$ cat config.mk
export PLATFORM = sky130hd
export DESIGN_NAME = pcta_div
export DESIGN_NICKNAME = d
export VERILOG_FILES = /design/src/pcta_pkg.sv /design/src/pcta_div.sv
export SDC_FILE = /design/constraint.sdc
export NUM_CORES = 1
export LEC_CHECK = 0
export ABC_AREA = 1
export BUFFER_PORTS_ARGS = -buffer_cell sky130_fd_sc_hd__buf_2
export CORE_ASPECT_RATIO = 1.2
export CORE_MARGIN = 3
export CORE_UTILIZATION = 50
export CTS_BUF_LIST = sky130_fd_sc_hd__clkbuf_16
export DETAILED_ROUTE_END_ITERATION = 6
export PLACE_DENSITY = 0.73
export SYNTH_ARGS = -nofsm -noshare
export SYNTH_HDL_FRONTEND = slang
export SYNTH_SLANG_ARGS = --single-unit
$ cat constraint.sdc
create_clock -name clk_i -period 5.9 [get_ports clk_i]
set_input_delay 0.295 -clock clk_i [delete_from_list [all_inputs] [get_ports clk_i]]
set_output_delay 0.295 -clock clk_i [all_outputs]
set_load 0.05 [all_outputs]
$ cat src/pcta_pkg.sv
// ----------------------------------------------------------------------------
// pcta_pkg
// shared types and constants of the per-cell temporal aggregator
// ----------------------------------------------------------------------------
package pcta_pkg;

  localparam int unsigned DEF_CELLS = 4096;

  localparam int unsigned VAL_W     = 32;
  localparam int unsigned IDX_W     = 12;
  localparam int unsigned STEP_W    = 16;
  localparam int unsigned CFG_IDX_W = 2;

  // average path: product and sum in 49 bits, magnitude in 48 bits
  localparam int unsigned NUM_W     = 49;
  localparam int unsigned DIV_W     = 48;
  localparam int unsigned DEN_W     = STEP_W + 1;
  localparam int unsigned DIV_STEPS = 2;
  localparam int unsigned DIV_ITERS = DIV_W / DIV_STEPS;
  localparam int unsigned DIV_CNT_W = $clog2(DIV_ITERS);

  localparam logic [VAL_W-1:0]  NODATA_RST   = 32'hD8F1_0000;
  localparam logic [VAL_W-1:0]  MIN_SEED_RST = 32'h7FFF_FFFF;
  localparam logic [VAL_W-1:0]  MAX_SEED_RST = 32'h8000_0000;
  localparam logic [VAL_W-1:0]  AGG_MAX      = 32'h7FFF_FFFF;
  localparam logic [VAL_W-1:0]  AGG_MIN      = 32'h8000_0000;
  localparam logic [STEP_W-1:0] STEP_MAX     = 16'hFFFF;

  typedef enum logic [1:0] {
    MODE_AVG = 2'd0,
    MODE_SUM = 2'd1,
    MODE_MIN = 2'd2,
    MODE_MAX = 2'd3
  } mode_e;

  typedef enum logic [CFG_IDX_W-1:0] {
    REG_MODE     = 2'd0,
    REG_NODATA   = 2'd1,
    REG_MIN_SEED = 2'd2,
    REG_MAX_SEED = 2'd3
  } cfg_reg_e;

  typedef struct packed {
    logic rd;
    logic wr;
  } mem_ctrl_t;

  typedef struct packed {
    logic busy;
    logic done;
  } div_stat_t;

endpackage

$ cat src/pcta_div.sv
// ----------------------------------------------------------------------------
// pcta_div
// iterative unsigned restoring divider, two quotient bits per cycle
// ----------------------------------------------------------------------------
module pcta_div (
  input  logic                           clk_i,
  input  logic                           rst_ni,
  input  logic                           start_i,
  input  logic [pcta_pkg::DIV_W-1:0]     dividend_i,
  input  logic [pcta_pkg::DEN_W-1:0]     divisor_i,
  output logic [pcta_pkg::DIV_W-1:0]     quotient_o,
  output pcta_pkg::div_stat_t            stat_o
);
  import pcta_pkg::*;

  logic                 busy_q, done_q;
  logic [DIV_CNT_W-1:0] cnt_q;
  logic [DEN_W-1:0]     den_q, rem_q, rem_d;
  logic [DIV_W-1:0]     quo_q, quo_d;

  always_comb begin
    logic [DEN_W:0] r_ext;
    rem_d = rem_q;
    quo_d = quo_q;
    for (int i = 0; i < DIV_STEPS; i++) begin
      r_ext = {rem_d, quo_d[DIV_W-1]};
      quo_d = {quo_d[DIV_W-2:0], 1'b0};
      if (r_ext >= {1'b0, den_q}) begin
        r_ext    = r_ext - {1'b0, den_q};
        quo_d[0] = 1'b1;
      end
      rem_d = r_ext[DEN_W-1:0];
    end
  end

  always_ff @(posedge clk_i or negedge rst_ni) begin
    if (!rst_ni) begin
      busy_q <= 1'b0;
      done_q <= 1'b0;
      cnt_q  <= '0;
    end else begin
      done_q <= 1'b0;
      if (start_i) begin
        busy_q <= 1'b1;
        cnt_q  <= '0;
      end else if (busy_q) begin
        cnt_q <= cnt_q + 1'b1;
        if (cnt_q == DIV_CNT_W'(DIV_ITERS - 1)) begin
          busy_q <= 1'b0;
          done_q <= 1'b1;
        end
      end
    end
  end

  always_ff @(posedge clk_i) begin
    if (start_i) begin
      rem_q <= '0;
      quo_q <= dividend_i;
      den_q <= divisor_i;
    end else if (busy_q) begin
      rem_q <= rem_d;
      quo_q <= quo_d;
    end
  end

  assign quotient_o  = quo_q;
  assign stat_o.busy = busy_q;
  assign stat_o.done = done_q;

endmodule

==> flow_summary.json <==
{
  "cts_resized": 0,
  "drc": 0,
  "synth_top_area_frac": 0.328,
  "cp_slowest_cell": "fa_1",
  "yosysTopAreaCell": "edfxtp_1",
  "syn_nets": 914,
  "min_path_type": "in2reg",
  "timing.slew.headroom": 0.171,
  "drive_gt1_frac": 0.166,
  "synth_cell_type_count": 37,
  "cap_violations": 0,
  "gr-total-overflow": 0,
  "track_usage": 0.235,
  "grt_pass1_wl_um": 25000,
  "tightest_slew_ns": 1.24,
  "final_cell_area_um2": 6940,
  "grt_pass1_vias": 5357,
  "cp-end-kind": "flop",
  "power.leakage_nw": 3.80,
  "report.final.slew_viol_count": 0,
  "drt_wl_total_um": 15200,
  "grt_setup_unrepaired": "false",
  "cp_max_fo": 24,
  "cp-start-kind": "flop",
  "final.setup_skew_ns": 0.0107,
  "crit_family": "simple AND/OR/NAND/NOR gates",
  "io_buffers": 117,
  "cts_root_buf": "clkbuf_16",
  "syn_avg_cell_area_um2": 7.36,
  "antenna_cells": 0,
  "netlist_instances": 809,
  "num_rows": 43,
  "placed_area_um2": 6640,
  "period_minus_slack_ns": 4.12,
  "path_clk_slew_ns": 0.06,
  "ys_top_cells_by_area": "edfxtp_1, nand2_1, ha_1, inv_1, dfxtp_1",
  "first_iter_violations": 269,
  "path_buf_inv": 4,
  "setup_viol_count_final": 0,
  "cp.required_ns": 5.96,
  "area_growth_pct": 16.4,
  "ir_drop_mv": 0.235,
  "floorplan.die.width_um": 106,
  "layout.nets": 1022,
  "ys_seq_area_frac": 0.414,
  "worst_skew_pair.late_latency_ns": 0.34,
  "wl_per_cell_um": 14.1,
  "arrival_ns": 4.18,
  "io-pin-count": 118,
  "postCtsSetupRepairBufs": 0,
  "antenna_found_initial": 0,
  "die_y_um": 126,
  "num_vias": 5368,
  "cp_cell_sequence": "inv_1, ha_1, inv_1, fa_1, nand3_1, nand3_2, nand2_2, nand2_4, or2_1, nand2_1, inv_1, ha_1, nand2_1, inv_1, nand2_1, nand2_1, a21oi_1, nand2_1, nand2_1, nand2_1, nand2_2, nand2_1, nor2_4, o21ai_1",
  "crit_path_frequent_cell": "nand2_1",
  "dp.final_hpwl_um": 12000,
  "final_common_cell": "nand2_1",
  "gp_congestion": 0.906,
  "cpPeakStageDelay_ns": 0.44,
  "synth_warnings": 0,
  "start_util": 0.512,
  "cts.sinks": 89,
  "synth-seq-cells": 89,
  "vias_per_cell": 4.97,
  "core_area_um2": 11600,
  "outcome": "finished clean",
  "finalSetupTns_ns": 0,
  "max_freq_mhz": 243,
  "grt_max_degree": 65,
  "firstDrtPassIters": 5,
  "htreeDepth": 3,
  "final-hold-violation-count": 0,
  "numCtsBuffers": 9,
  "min_period_over_period": 0.699,
  "clockBufferDepth": 2,
  "p_per_area_nw_per_um2": 568,
  "tritoncts": "done",
  "postCtsHoldBufs": 1,
  "critical_path_class": "reg2reg",
  "final_cell_mix": "nand2_1, buf_2, inv_1",
  "synth_area_um2": 5960,
  "dieArea_um2": 13300,
  "ant_nets": 0
}
cells by family (layout without fill, tap and decap cells):
kind of cell	count (synthesis)	in the layout	synth area share
buffers and inverters	128	241	0.0868
xor gates and xnor gates	17	17	0.0250
and+or+nand+nor	486	486	0.346
DFF	89	89	0.414
adders and majority gates	37	37	0.0803
AOI/OAI and AO/OA	52	52	0.0475
stage by stage:
stage               worst slack (ns)   util  hold WS [ns]  cells  power (mW)
finish                          1.78  0.597         0.123   1079        3.94
global route                    1.38  0.597         0.117   1079        4.34
CTS                             1.78  0.597         0.117   1079        3.93
floorplan                       2.23      -     -0.000591    809        2.89
global placement                1.94  0.571         0.139   1062        3.34
detailed placement              1.81  0.571         0.136   1062        3.36
flip-flops by register name, summed over array words and instances (netlist names):
name        count
cnt_q           5
done_q          1
rem_q          17
den_q          17
quotient_o     48
busy_q          1
cells in the mapped netlist:
| library cell | n |
|---|---|
| nand2_1 | 354 |
| inv_1 | 101 |
| edfxtp_1 | 65 |
| nand3_1 | 47 |
| ha_1 | 35 |
| nor2_1 | 32 |
| a21oi_1 | 29 |
| dfxtp_1 | 17 |
| nand4_1 | 13 |
| clkbuf_1 | 12 |
| xnor2_1 | 11 |
| o21ai_0 | 9 |
| buf_2 | 7 |
| dfrtp_1 | 7 |
| nor3_1 | 7 |
| or2_1 | 7 |
| nand3b_1 | 6 |
| xor2_1 | 6 |
| a31oi_1 | 5 |
| nand2_2 | 4 |
| nand3_2 | 4 |
| buf_4 | 3 |
| nor2_2 | 3 |
| o21ai_1 | 3 |
| o21bai_1 | 3 |
| a21o_1 | 2 |
| and2_1 | 2 |
| buf_6 | 2 |
| fa_1 | 2 |
| inv_2 | 2 |
| nand2_4 | 2 |
| nor2_4 | 2 |
| a22o_1 | 1 |
| and3_1 | 1 |
| clkinv_2 | 1 |
| nand3_4 | 1 |
| nor3b_1 | 1 |
worst paths after layout:
check / startpoint / endpoint / slack, ns / depth (start not counted)
hold / removal: divisor_i[8] / den_q[8]$_DFFE_PP_ / 0.12 / 1
max in group asynchronous: rst_ni / cnt_q[1]$_DFFE_PN0P_ / 5.43 / 2
setup / recovery: quotient_o[47]$_DFFE_PP_ / quotient_o[0]$_DFFE_PP_ / 1.78 / 24
hold reg to reg: rem_q[8]$_SDFFE_PP0P_ / rem_q[8]$_SDFFE_PP0P_ / 0.48 / 2
setup reg to reg: quotient_o[47]$_DFFE_PP_ / quotient_o[0]$_DFFE_PP_ / 1.78 / 24
min in group asynchronous: rst_ni / cnt_q[3]$_DFFE_PN0P_ / 0.31 / 2
cell type report:
cell class              count  area [um2]
clock buffers               9         225
clock inverters             7        65.1
fillers                  1088        4690
inverters                 104         392
multi-input cells         592        2970
flip-flops and latches     89        2470
well taps                 157         196
repair buffers            121         618
worst reg2reg max path, cell delays in order (launching register included):
cell	delay, ns
edfxtp_1	0.38
inv_1	0.09
ha_1	0.16
inv_1	0.07
fa_1	0.44
nand3_1	0.13
nand3_2	0.12
nand2_2	0.24
nand2_4	0.21
or2_1	0.27
nand2_1	0.09
inv_1	0.05
ha_1	0.33
nand2_1	0.15
inv_1	0.05
nand2_1	0.06
nand2_1	0.05
a21oi_1	0.12
nand2_1	0.10
nand2_1	0.07
nand2_1	0.05
nand2_2	0.20
nand2_1	0.13
nor2_4	0.20
o21ai_1	0.09
where the power goes:
group | internal (mW) | switching [mW] | total, mW
clock | 0.325 | 0.234 | 0.559
sequential | 0.791 | 0.0774 | 0.869
combinational | 0.876 | 1.64 | 2.51
total | 1.99 | 1.95 | 3.94
per-layer routing:
layer	track usage	vias up	part of all wire
li1	-	2787	-
met1	0.281	2357	0.41
met2	0.411	194	0.49
met3	0.0599	30	0.079
met4	0.0800	0	0.022
met5	0	-	0
No activity file was read; power rests on OpenSTA's default activity.
